### src/design/nsc_pkg.sv
// Shared types and constants for the nested comment skipper.
package nsc_pkg;

    localparam int unsigned LINE_BITS_DEF  = 24;
    localparam int unsigned COL_BITS_DEF   = 16;
    localparam int unsigned DEPTH_BITS_DEF = 8;

    localparam logic [7:0] CH_SLASH = 8'h2F;
    localparam logic [7:0] CH_STAR  = 8'h2A;
    localparam logic [7:0] CH_CR    = 8'h0D;
    localparam logic [7:0] CH_LF    = 8'h0A;
    localparam logic [7:0] CH_TAB   = 8'h09;
    localparam logic [7:0] CH_SPACE = 8'h20;

    // scan mode, one-hot
    typedef enum logic [3:0] {
        MODE_NORMAL  = 4'b0001,
        MODE_LINE    = 4'b0010,
        MODE_BLOCK   = 4'b0100,
        MODE_CLOSING = 4'b1000
    } scan_mode_t;

    typedef enum logic [1:0] {
        CLASS_CODE  = 2'd0,
        CLASS_SPACE = 2'd1,
        CLASS_LINE  = 2'd2,
        CLASS_BLOCK = 2'd3
    } byte_class_t;

    // scanner control state handed between top level and step logic
    typedef struct packed {
        scan_mode_t mode;
        logic       swallow;
        logic       last_cr;
    } scan_ctl_t;

    function automatic logic is_space(input logic [7:0] c);
        is_space = (c == CH_SPACE) || ((c >= CH_TAB) && (c <= CH_CR));
    endfunction

endpackage

### src/design/nested_comment_skipper_top.sv
// Top level of the nested comment skipper: state registers and result register.
//
//  channel | signals                                   | direction
//  --------+-------------------------------------------+----------
//  input   | in_valid, in_ready, ch, next_ch, next_valid | in
//  output  | out_valid, out_ready, byte_class, line_no,  | out
//          | col_no, nest_level                          |
//
// One item per cycle: the step logic classifies the accepted byte and updates
// scan state in the same cycle; the result appears in the output register on
// the next cycle. in_ready is high whenever the output register is empty or
// being drained, so a stall on out_ready holds the input side only while a
// result is pending. Reset clears mode, depth and the CR flag and puts line
// and column at 1.
module nested_comment_skipper_top #(
    parameter int unsigned LINE_BITS  = nsc_pkg::LINE_BITS_DEF,
    parameter int unsigned COL_BITS   = nsc_pkg::COL_BITS_DEF,
    parameter int unsigned DEPTH_BITS = nsc_pkg::DEPTH_BITS_DEF
) (
    input  logic                  clk,
    input  logic                  rst_n,
    input  logic                  in_valid,
    output logic                  in_ready,
    input  logic [7:0]            ch,
    input  logic [7:0]            next_ch,
    input  logic                  next_valid,
    output logic                  out_valid,
    input  logic                  out_ready,
    output logic [1:0]            byte_class,
    output logic [LINE_BITS-1:0]  line_no,
    output logic [COL_BITS-1:0]   col_no,
    output logic [DEPTH_BITS-1:0] nest_level
);

    // scan state
    nsc_pkg::scan_ctl_t    ctl_reg;
    nsc_pkg::scan_ctl_t    ctl_next;
    logic [DEPTH_BITS-1:0] depth_reg;
    logic [DEPTH_BITS-1:0] depth_next;
    logic [LINE_BITS-1:0]  line_reg;
    logic [LINE_BITS-1:0]  line_next;
    logic [COL_BITS-1:0]   col_reg;
    logic [COL_BITS-1:0]   col_next;
    nsc_pkg::byte_class_t  cls;

    // result register
    logic                  out_valid_reg;
    logic [1:0]            class_reg;
    logic [LINE_BITS-1:0]  line_out_reg;
    logic [COL_BITS-1:0]   col_out_reg;
    logic [DEPTH_BITS-1:0] depth_out_reg;

    logic in_take;

    assign in_ready = !out_valid_reg || out_ready;
    assign in_take  = in_valid && in_ready;

    nsc_step #(
        .LINE_BITS  (LINE_BITS),
        .COL_BITS   (COL_BITS),
        .DEPTH_BITS (DEPTH_BITS)
    ) u_step (
        .ch         (ch),
        .next_ch    (next_ch),
        .next_valid (next_valid),
        .ctl        (ctl_reg),
        .depth      (depth_reg),
        .line_cnt   (line_reg),
        .col_cnt    (col_reg),
        .ctl_next   (ctl_next),
        .depth_next (depth_next),
        .line_next  (line_next),
        .col_next   (col_next),
        .cls        (cls)
    );

    always_ff @(posedge clk or negedge rst_n)
    begin
        if (!rst_n)
        begin
            ctl_reg.mode    <= nsc_pkg::MODE_NORMAL;
            ctl_reg.swallow <= 1'b0;
            ctl_reg.last_cr <= 1'b0;
            depth_reg       <= '0;
            line_reg        <= LINE_BITS'(1);
            col_reg         <= COL_BITS'(1);
            out_valid_reg   <= 1'b0;
        end
        else
        begin
            if (in_take)
            begin
                ctl_reg   <= ctl_next;
                depth_reg <= depth_next;
                line_reg  <= line_next;
                col_reg   <= col_next;
            end
            if (in_take)
            begin
                out_valid_reg <= 1'b1;
            end
            else if (out_ready)
            begin
                out_valid_reg <= 1'b0;
            end
        end
    end

    // payload: line and column are reported before this byte's update
    always_ff @(posedge clk)
    begin
        if (in_take)
        begin
            class_reg     <= cls;
            line_out_reg  <= line_reg;
            col_out_reg   <= col_reg;
            depth_out_reg <= depth_next;
        end
    end

    assign out_valid  = out_valid_reg;
    assign byte_class = class_reg;
    assign line_no    = line_out_reg;
    assign col_no     = col_out_reg;
    assign nest_level = depth_out_reg;

    // line and column never drop below 1
    a_line_nonzero: assert property (@(posedge clk) disable iff (!rst_n)
        line_reg != '0)
        else $error("line counter reached zero");

    a_col_nonzero: assert property (@(posedge clk) disable iff (!rst_n)
        col_reg != '0)
        else $error("column counter reached zero");

    // inside a block comment the depth is at least one
    a_block_depth: assert property (@(posedge clk) disable iff (!rst_n)
        (ctl_reg.mode == nsc_pkg::MODE_BLOCK) |-> (depth_reg != '0))
        else $error("block mode with zero depth");

    // a pending second delimiter byte only exists inside a comment
    a_swallow_mode: assert property (@(posedge clk) disable iff (!rst_n)
        ctl_reg.swallow |-> (ctl_reg.mode != nsc_pkg::MODE_NORMAL))
        else $error("swallow pending in normal mode");

    // every accepted item yields a result next cycle
    a_accept_result: assert property (@(posedge clk) disable iff (!rst_n)
        in_take |=> out_valid_reg)
        else $error("accepted item produced no result");

endmodule

### src/design/nsc_step.sv
// Per-byte classification and state update for the comment skipper.
module nsc_step #(
    parameter int unsigned LINE_BITS  = nsc_pkg::LINE_BITS_DEF,
    parameter int unsigned COL_BITS   = nsc_pkg::COL_BITS_DEF,
    parameter int unsigned DEPTH_BITS = nsc_pkg::DEPTH_BITS_DEF
) (
    input  logic [7:0]            ch,
    input  logic [7:0]            next_ch,
    input  logic                  next_valid,
    input  nsc_pkg::scan_ctl_t    ctl,
    input  logic [DEPTH_BITS-1:0] depth,
    input  logic [LINE_BITS-1:0]  line_cnt,
    input  logic [COL_BITS-1:0]   col_cnt,
    output nsc_pkg::scan_ctl_t    ctl_next,
    output logic [DEPTH_BITS-1:0] depth_next,
    output logic [LINE_BITS-1:0]  line_next,
    output logic [COL_BITS-1:0]   col_next,
    output nsc_pkg::byte_class_t  cls
);

    logic open_seq;
    logic close_seq;
    logic line_seq;
    logic last_cr_next;
    logic [LINE_BITS-1:0] line_inc;
    logic [COL_BITS-1:0]  col_inc;

    assign open_seq  = next_valid && (ch == nsc_pkg::CH_SLASH) && (next_ch == nsc_pkg::CH_STAR);
    assign close_seq = next_valid && (ch == nsc_pkg::CH_STAR) && (next_ch == nsc_pkg::CH_SLASH);
    assign line_seq  = next_valid && (ch == nsc_pkg::CH_SLASH) && (next_ch == nsc_pkg::CH_SLASH);

    assign line_inc = (line_cnt == '1) ? line_cnt : line_cnt + LINE_BITS'(1);
    assign col_inc  = (col_cnt == '1) ? col_cnt : col_cnt + COL_BITS'(1);

    // mode, depth and class
    always_comb
    begin
        ctl_next.mode    = ctl.mode;
        ctl_next.swallow = 1'b0;
        ctl_next.last_cr = last_cr_next;
        depth_next       = depth;
        cls              = nsc_pkg::CLASS_CODE;
        if (ctl.swallow)
        begin
            case (ctl.mode)
                nsc_pkg::MODE_LINE:    cls = nsc_pkg::CLASS_LINE;
                nsc_pkg::MODE_BLOCK:   cls = nsc_pkg::CLASS_BLOCK;
                nsc_pkg::MODE_CLOSING:
                begin
                    cls           = nsc_pkg::CLASS_BLOCK;
                    ctl_next.mode = nsc_pkg::MODE_NORMAL;
                end
                default:               cls = nsc_pkg::CLASS_CODE;
            endcase
        end
        else
        begin
            case (ctl.mode)
                nsc_pkg::MODE_LINE:
                begin
                    if ((ch == nsc_pkg::CH_CR) || (ch == nsc_pkg::CH_LF))
                    begin
                        cls           = nsc_pkg::CLASS_SPACE;
                        ctl_next.mode = nsc_pkg::MODE_NORMAL;
                    end
                    else
                    begin
                        cls = nsc_pkg::CLASS_LINE;
                    end
                end
                nsc_pkg::MODE_BLOCK:
                begin
                    cls = nsc_pkg::CLASS_BLOCK;
                    if (open_seq)
                    begin
                        if (depth != '1)
                        begin
                            depth_next = depth + DEPTH_BITS'(1);
                        end
                        ctl_next.swallow = 1'b1;
                    end
                    else if (close_seq)
                    begin
                        depth_next = (depth != '0) ? depth - DEPTH_BITS'(1) : depth;
                        if (depth_next == '0)
                        begin
                            ctl_next.mode = nsc_pkg::MODE_CLOSING;
                        end
                        ctl_next.swallow = 1'b1;
                    end
                end
                default:
                begin
                    // normal mode; a closing mode without swallow lands here too
                    ctl_next.mode = nsc_pkg::MODE_NORMAL;
                    if (line_seq)
                    begin
                        cls              = nsc_pkg::CLASS_LINE;
                        ctl_next.mode    = nsc_pkg::MODE_LINE;
                        ctl_next.swallow = 1'b1;
                    end
                    else if (open_seq)
                    begin
                        cls              = nsc_pkg::CLASS_BLOCK;
                        depth_next       = DEPTH_BITS'(1);
                        ctl_next.mode    = nsc_pkg::MODE_BLOCK;
                        ctl_next.swallow = 1'b1;
                    end
                    else if (nsc_pkg::is_space(ch))
                    begin
                        cls = nsc_pkg::CLASS_SPACE;
                    end
                    else
                    begin
                        cls = nsc_pkg::CLASS_CODE;
                    end
                end
            endcase
        end
    end

    // position; CR LF counts once
    always_comb
    begin
        line_next    = line_cnt;
        col_next     = col_cnt;
        last_cr_next = 1'b0;
        if (ch == nsc_pkg::CH_CR)
        begin
            line_next    = line_inc;
            col_next     = COL_BITS'(1);
            last_cr_next = 1'b1;
        end
        else if (ch == nsc_pkg::CH_LF)
        begin
            if (!ctl.last_cr)
            begin
                line_next = line_inc;
                col_next  = COL_BITS'(1);
            end
        end
        else
        begin
            col_next = col_inc;
        end
    end

endmodule
### config.mk
export PLATFORM = sky130hd
export DESIGN_NAME = nested_comment_skipper_top
export DESIGN_NICKNAME = d
export VERILOG_FILES = /design/src/design/nsc_pkg.sv /design/src/design/nested_comment_skipper_top.sv /design/src/design/nsc_step.sv
export SDC_FILE = /design/constraint.sdc
export NUM_CORES = 1
export LEC_CHECK = 0
export ABC_AREA = 1
export BUFFER_PORTS_ARGS = -buffer_cell sky130_fd_sc_hd__buf_2
export CELL_PAD_IN_SITES_DETAIL_PLACEMENT = 0
export CELL_PAD_IN_SITES_GLOBAL_PLACEMENT = 1
export CORE_MARGIN = 5
export CORE_UTILIZATION = 40
export DETAILED_ROUTE_END_ITERATION = 10
export PLACE_DENSITY_LB_ADDON = 0.3
export SLEW_MARGIN = 20
export SYNTH_ARGS = -nofsm -noshare
export SYNTH_HDL_FRONTEND = slang
export SYNTH_HIERARCHICAL = 1
export SYNTH_SLANG_ARGS = --single-unit
### constraint.sdc
create_clock -name clk -period 2.18 [get_ports clk]
set_input_delay 0 -clock clk [delete_from_list [all_inputs] [get_ports clk]]
set_output_delay 0 -clock clk [all_outputs]
set_load 0.005 [all_outputs]
; ---- Yosys cells after proc, flatten, opt, wreduce, memory -nomap -nowiden
; Cells that the tools add are included.
[totals]
register_bits = 105
input_bits = 21
elab_cells = 95
[classes]
add_sub_neg = 4
n_eq_ne = 21
muxes = 38
n_reduce_logical = 19
n_lt_le_gt_ge = 2
[ops]
columns = op, count
row1 = $mux 24, 4
row2 = $mux 16, 4
row3 = $mux 8, 7
row4 = $eq 8x6->1 const B, 5
row5 = $add 24x1->24 const B, 1
row6 = $eq 24x24->1 const B, 1
row7 = $mux 4, 6
row8 = $add 16x1->16 const B, 1
row9 = $eq 16x16->1 const B, 1
row10 = $eq 8x4->1 const B, 2
row11 = $pmux 8 s2, 1
row12 = $ne 3x2->1 const B, 4
row13 = $mux 5, 2
row14 = $add 8x1->8 const B, 1
row15 = $ge 8x4->1 const B, 1
row16 = $le 8x4->1 const B, 1
row17 = $logic_not 8->1, 1
row18 = $mux 2, 4
row19 = $ne 8x8->1 const B, 1
row20 = $pmux 2 s2, 2
row21 = $pmux 4 s2, 1
row22 = $reduce_bool 8->1, 1
row23 = $sub 8x1->8 const B, 1
row24 = $logic_and 1x1->1, 7
row25 = 13 further kinds, 24

; ---- Depth between registers and ports, before layout
[logic_depth]
ltp_word = 8
mapped_depth = 14
ltp_nobuf = 14

; ---- By module
; The synthesis kept the hierarchy.
[modules_own_cells]
columns = mod, seq_area_each_um2, n_inst, area_per_inst_um2, cells_per_inst
row1 = nested_comment_skipper_top, 2881.5, 1, 3717.3, 290
row2 = nsc_step, 0.0, 1, 2557.5, 473

; ---- Least setup slack after synthesis
; No wires, ideal clock.
[synth_timing]
kind = register to register
startpoint = reg out_valid_reg (netlist: out_valid)
endpoint = reg class_reg[0] (netlist: byte_class[0]) (enable)
path_buffers = 2
setup_slack_ps = 12
path_stages_with_launch = 6
synth_period_minus_slack_ps = 2168
t_arrival_ps = 1763
path_cell_list = dfrtp_1 -> nand2_2 -> nand2_2 -> buf_6 -> buf_6 -> inv_1
[synth_between]
elab_chain_len = 3
[synth_rtl]
columns = element, line_no
row1 = "start, declared", nested_comment_skipper_top.sv:47  ; logic out_valid_reg;
row2 = "start signal, assigned", nested_comment_skipper_top.sv:87  ; out_valid_reg <= 1'b0;
row3 = "start signal, assigned", nested_comment_skipper_top.sv:100  ; out_valid_reg <= 1'b1;
row4 = "start signal, assigned", nested_comment_skipper_top.sv:104  ; out_valid_reg <= 1'b0;
row5 = $logic_not 1->1, nested_comment_skipper_top.sv:55  ; assign in_ready = !out_valid_reg || out_ready;
row6 = $logic_or 1x1->1, nested_comment_skipper_top.sv:55
row7 = $logic_and 1x1->1, nested_comment_skipper_top.sv:56  ; assign in_take = in_valid && in_ready;
row8 = net in_take, nested_comment_skipper_top.sv:53  ; logic in_take;
row9 = "end signal, assigned", nested_comment_skipper_top.sv:114  ; class_reg <= cls;
row10 = "end, declared", nested_comment_skipper_top.sv:48  ; logic [1:0] class_reg;
; The timed path passes the listed nets, and every way through them passes these cells.
; A chain may end at the register's enable or synchronous reset.

; ---- Worst setup path after layout
[layout_timing]
startpoint = reg col_reg[0]
endpoint = reg col_reg[8]
[layout_between]
elab_chain_len = 4
elab_cells_between_ends = 7
classes_between = add/sub: 1 / eq/ne: 2 / mux: 3 / reduce/logical: 1
[layout_rtl]
columns = element, line_no
row1 = "start, declared", nested_comment_skipper_top.sv:42  ; logic [COL_BITS-1:0] col_reg;
row2 = "start signal, assigned", nested_comment_skipper_top.sv:96  ; col_reg <= col_next;
row3 = $add 16x1->16, nsc_step.sv:33  ; assign col_inc = (col_cnt == '1) ? col_cnt : col_cnt + COL_BITS'(1);
row4 = $mux 16, nsc_step.sv:33
row5 = $mux 16, nsc_step.sv:134  ; else if (ch == nsc_pkg::CH_LF)
row6 = $mux 16, nsc_step.sv:128  ; if (ch == nsc_pkg::CH_CR)
row7 = net col_next[8], nested_comment_skipper_top.sv:43  ; logic [COL_BITS-1:0] col_next;
; The timed path passes the listed nets, and every way through them passes these cells. The select of a mux whose other input is x is not followed.

==> metrics.yaml <==
status: "complete, no violations"
worst_pin_slew_ns: 0.693
crit_required_ns: 2.42
overflow: 0
grt_use_total_pct: 17.2
avgSynthCellArea_um2: 8.22
hold_path_class: "input port to flop"
layout_commonest_cell: "nand2_1"
port_buffers: 72
syn_nets: 789
most-common-layout-cells: "253 x nand2_1, 96 x nand3_1, 72 x buf_2, 70 x inv_1, 52 x dfrtp_1"
setup-violations-final: 0
worstPathArrival_ns: 2.24
grt_max_degree: 57
synthDistinctLibCells: 46
dp_hpwl_um: 10400
antenna_left: 0
rows: 45
place.gp.congestion: 0.861
n_fill_cell: 1513
hold_ws_ns: 0.192
vias: 5198
antennaDiodeCount: 0
clock_path_buffers: 2
nNetsFinal: 859
fin_skew_ns: 0.00762
htreeDepth: 3
fin_crit_sh_pct: 92.0
synthTopCellsByArea: "edfxtp_1 24%, dfrtp_1 21%, nand2_1 15%, nand3_1 7.7%, inv_1 4.2%"
finalHoldViolCount: 0
dieArea_um2: 18300
worstSetupStartpoint: "col_reg[0]"
critPathKind: "flop to flop"
ys_seq_area_share_pct: 45.9
synth_cells: 763
critPathLaunchType: "flop"
synth_ff_type: "dfrtp_1"
first_iter_violations: 380
clk_latency_ns: 0.35
grt_pass1_wl_um: 25500
area_delta_synth_final_pct: 13.8
multi_input_area_um2: 2940
numCtsBuffers: 9
drive_above_1_share_pct: 20.0
antenna_found_initial: 0
io_pins: 73
yosys_warnings: 6
async_flop_share_pct: 52.4
r2r-start: "col_reg[0]"
period_needed_ns: 2.01
crit_fanout: 10
hp-start: "in_valid"
p_per_area_nw_per_um2: 680
finalMaxSlewViolations: 0
cts_tree: "done"
vias_per_cell: 4.96
synth_seq_cells: 105
slew_headroom_pct: 53.8
clockRootBuffer: "clkbuf_16"
finalPower_mw: 4.85
drt-total-wl_um: 15100
die_y_um: 135
start_util_pct: 41.0
clk_pin_slew_ns: 0.07
end_kind: "flop"
syn_area_um2: 6270
p_leak_nw: 3.48
coreArea_um2: 15300
post-synth-top-area-cell: "edfxtp_1"
ir_worst_vdd_mv: 0.436
seq_area_um2: 2880
synth_top_area_share_pct: 23.9
max_freq_ghz: 0.499
routedWlPerCell_um: 14.3
grt_pass1_vias: 5132
max-cap-violations: 0
drtPass1Iterations: 5
synth_edf_count: 50
drc: 0
die_x_um: 135
clock_sinks: 105
-- repair_timing --
item                                    CTS  global route
endpoints found under the setup margin    0            10
resized for setup                         0             3
hold endpoints to repair                 24             0
hold buffers                              1             0
buffers inserted                          0             1
-- worst max-delay path: stages, from the launching register on --
cell and delay, ns:
dfstp_2 0.54, ha_2 0.21, nand2_1 0.09, nor2_2 0.15
inv_1 0.08, nor2_4 0.14, nand2_2 0.10, nor2_4 0.11
nor2_4 0.08, nand2_2 0.09, nand2_1 0.05, o21ai_1 0.06
nor2_1 0.05, nand3_1 0.08, nand2_1 0.06
-- power by group --
| group | switching, mW | internal (mW) | total [mW] |
|---|---|---|---|
| Sequential | 0.197 | 2.32 | 2.51 |
| Clock | 0.760 | 0.820 | 1.58 |
| Combinational | 0.469 | 0.292 | 0.761 |
| Total | 1.43 | 3.43 | 4.85 |
-- Yosys cell counts, types with 3 or more instances --
| master | count |
|---|---|
| buf_6 | 5 |
| edfxtp_1 | 50 |
| inv_2 | 7 |
| nor2_2 | 9 |
| buf_2 | 10 |
| nand4_1 | 19 |
| o21ai_0 | 17 |
| nor2_1 | 45 |
| nand2_4 | 5 |
| nand2_1 | 253 |
| xnor2_1 | 6 |
| nand2_2 | 10 |
| dfstp_2 | 3 |
| dfrtp_1 | 52 |
| inv_1 | 71 |
| nand3_4 | 4 |
| nand3_1 | 96 |
| a21oi_1 | 9 |
| xor2_1 | 22 |
| buf_4 | 7 |
| ha_1 | 5 |
| o21ai_1 | 4 |
| nor3_2 | 4 |
| nor2_4 | 7 |
| nor3_1 | 17 |
-- final timing paths --
check | to | slack (ns) | cells past startpoint
max | col_reg[8] | 0.17 | 14
min | nest_level[3] | 0.19 | 3
max reg2reg | col_reg[8] | 0.17 | 14
min reg2reg | ctl_reg[2] | 0.48 | 2
max in group asynchronous | ctl_reg[2] | 1.27 | 3
min in group asynchronous | col_reg[6] | 0.22 | 2
-- per-stage QoR --
| stage | utilization, % | cell area [um2] | std cells | worst slack [ns] | TNS (ns) |
|---|---|---|---|---|---|
| global route | 46.6 | 7140 | 1049 | -0.00804 | -0.0183 |
| floorplan | - | 6270 | 763 | 0.0124 | 0 |
| finish | 46.6 | 7140 | 1049 | 0.175 | 0 |
| global placement | 44.5 | 6820 | 1031 | 0.217 | 0 |
| detailed placement | 44.5 | 6820 | 1031 | 0.125 | 0 |
| CTS | 46.5 | 7120 | 1048 | 0.106 | 0 |
-- layout make-up --
| type | count | area share [%] |
|---|---|---|
| clock buffer | 10 | 3.35 |
| clock inverter | 6 | 0.719 |
| inverter | 79 | 4.19 |
| multi-input combinational | 556 | 41.2 |
| sequential | 105 | 40.4 |
| tap | 211 | 3.70 |
| timing repair buffer | 82 | 6.49 |
-- layer usage --
| metal | wire [um] | vias to the layer above | track usage [%] |
|---|---|---|---|
| li1 | - | 2624 | - |
| met1 | 6910 | 2467 | 22.0 |
| met2 | 7310 | 93 | 29.1 |
| met3 | 595 | 14 | 4.16 |
| met4 | 234 | 0 | 4.76 |
| met5 | 0 | - | 0 |
-- logic make-up after synthesis --
family	count (synthesis)	share of synthesized area, %
AND/OR/NAND/NOR	483	37.7
flip-flops	105	45.9
buffers and inverters	102	7.38
AO/OA/AOI/OAI	37	3.35
adder cells (fa/ha/maj)	5	0.997
multiplexers	1	0.239
XOR/XNOR	30	4.43
Note: power is estimated with default switching activity, not from simulation.
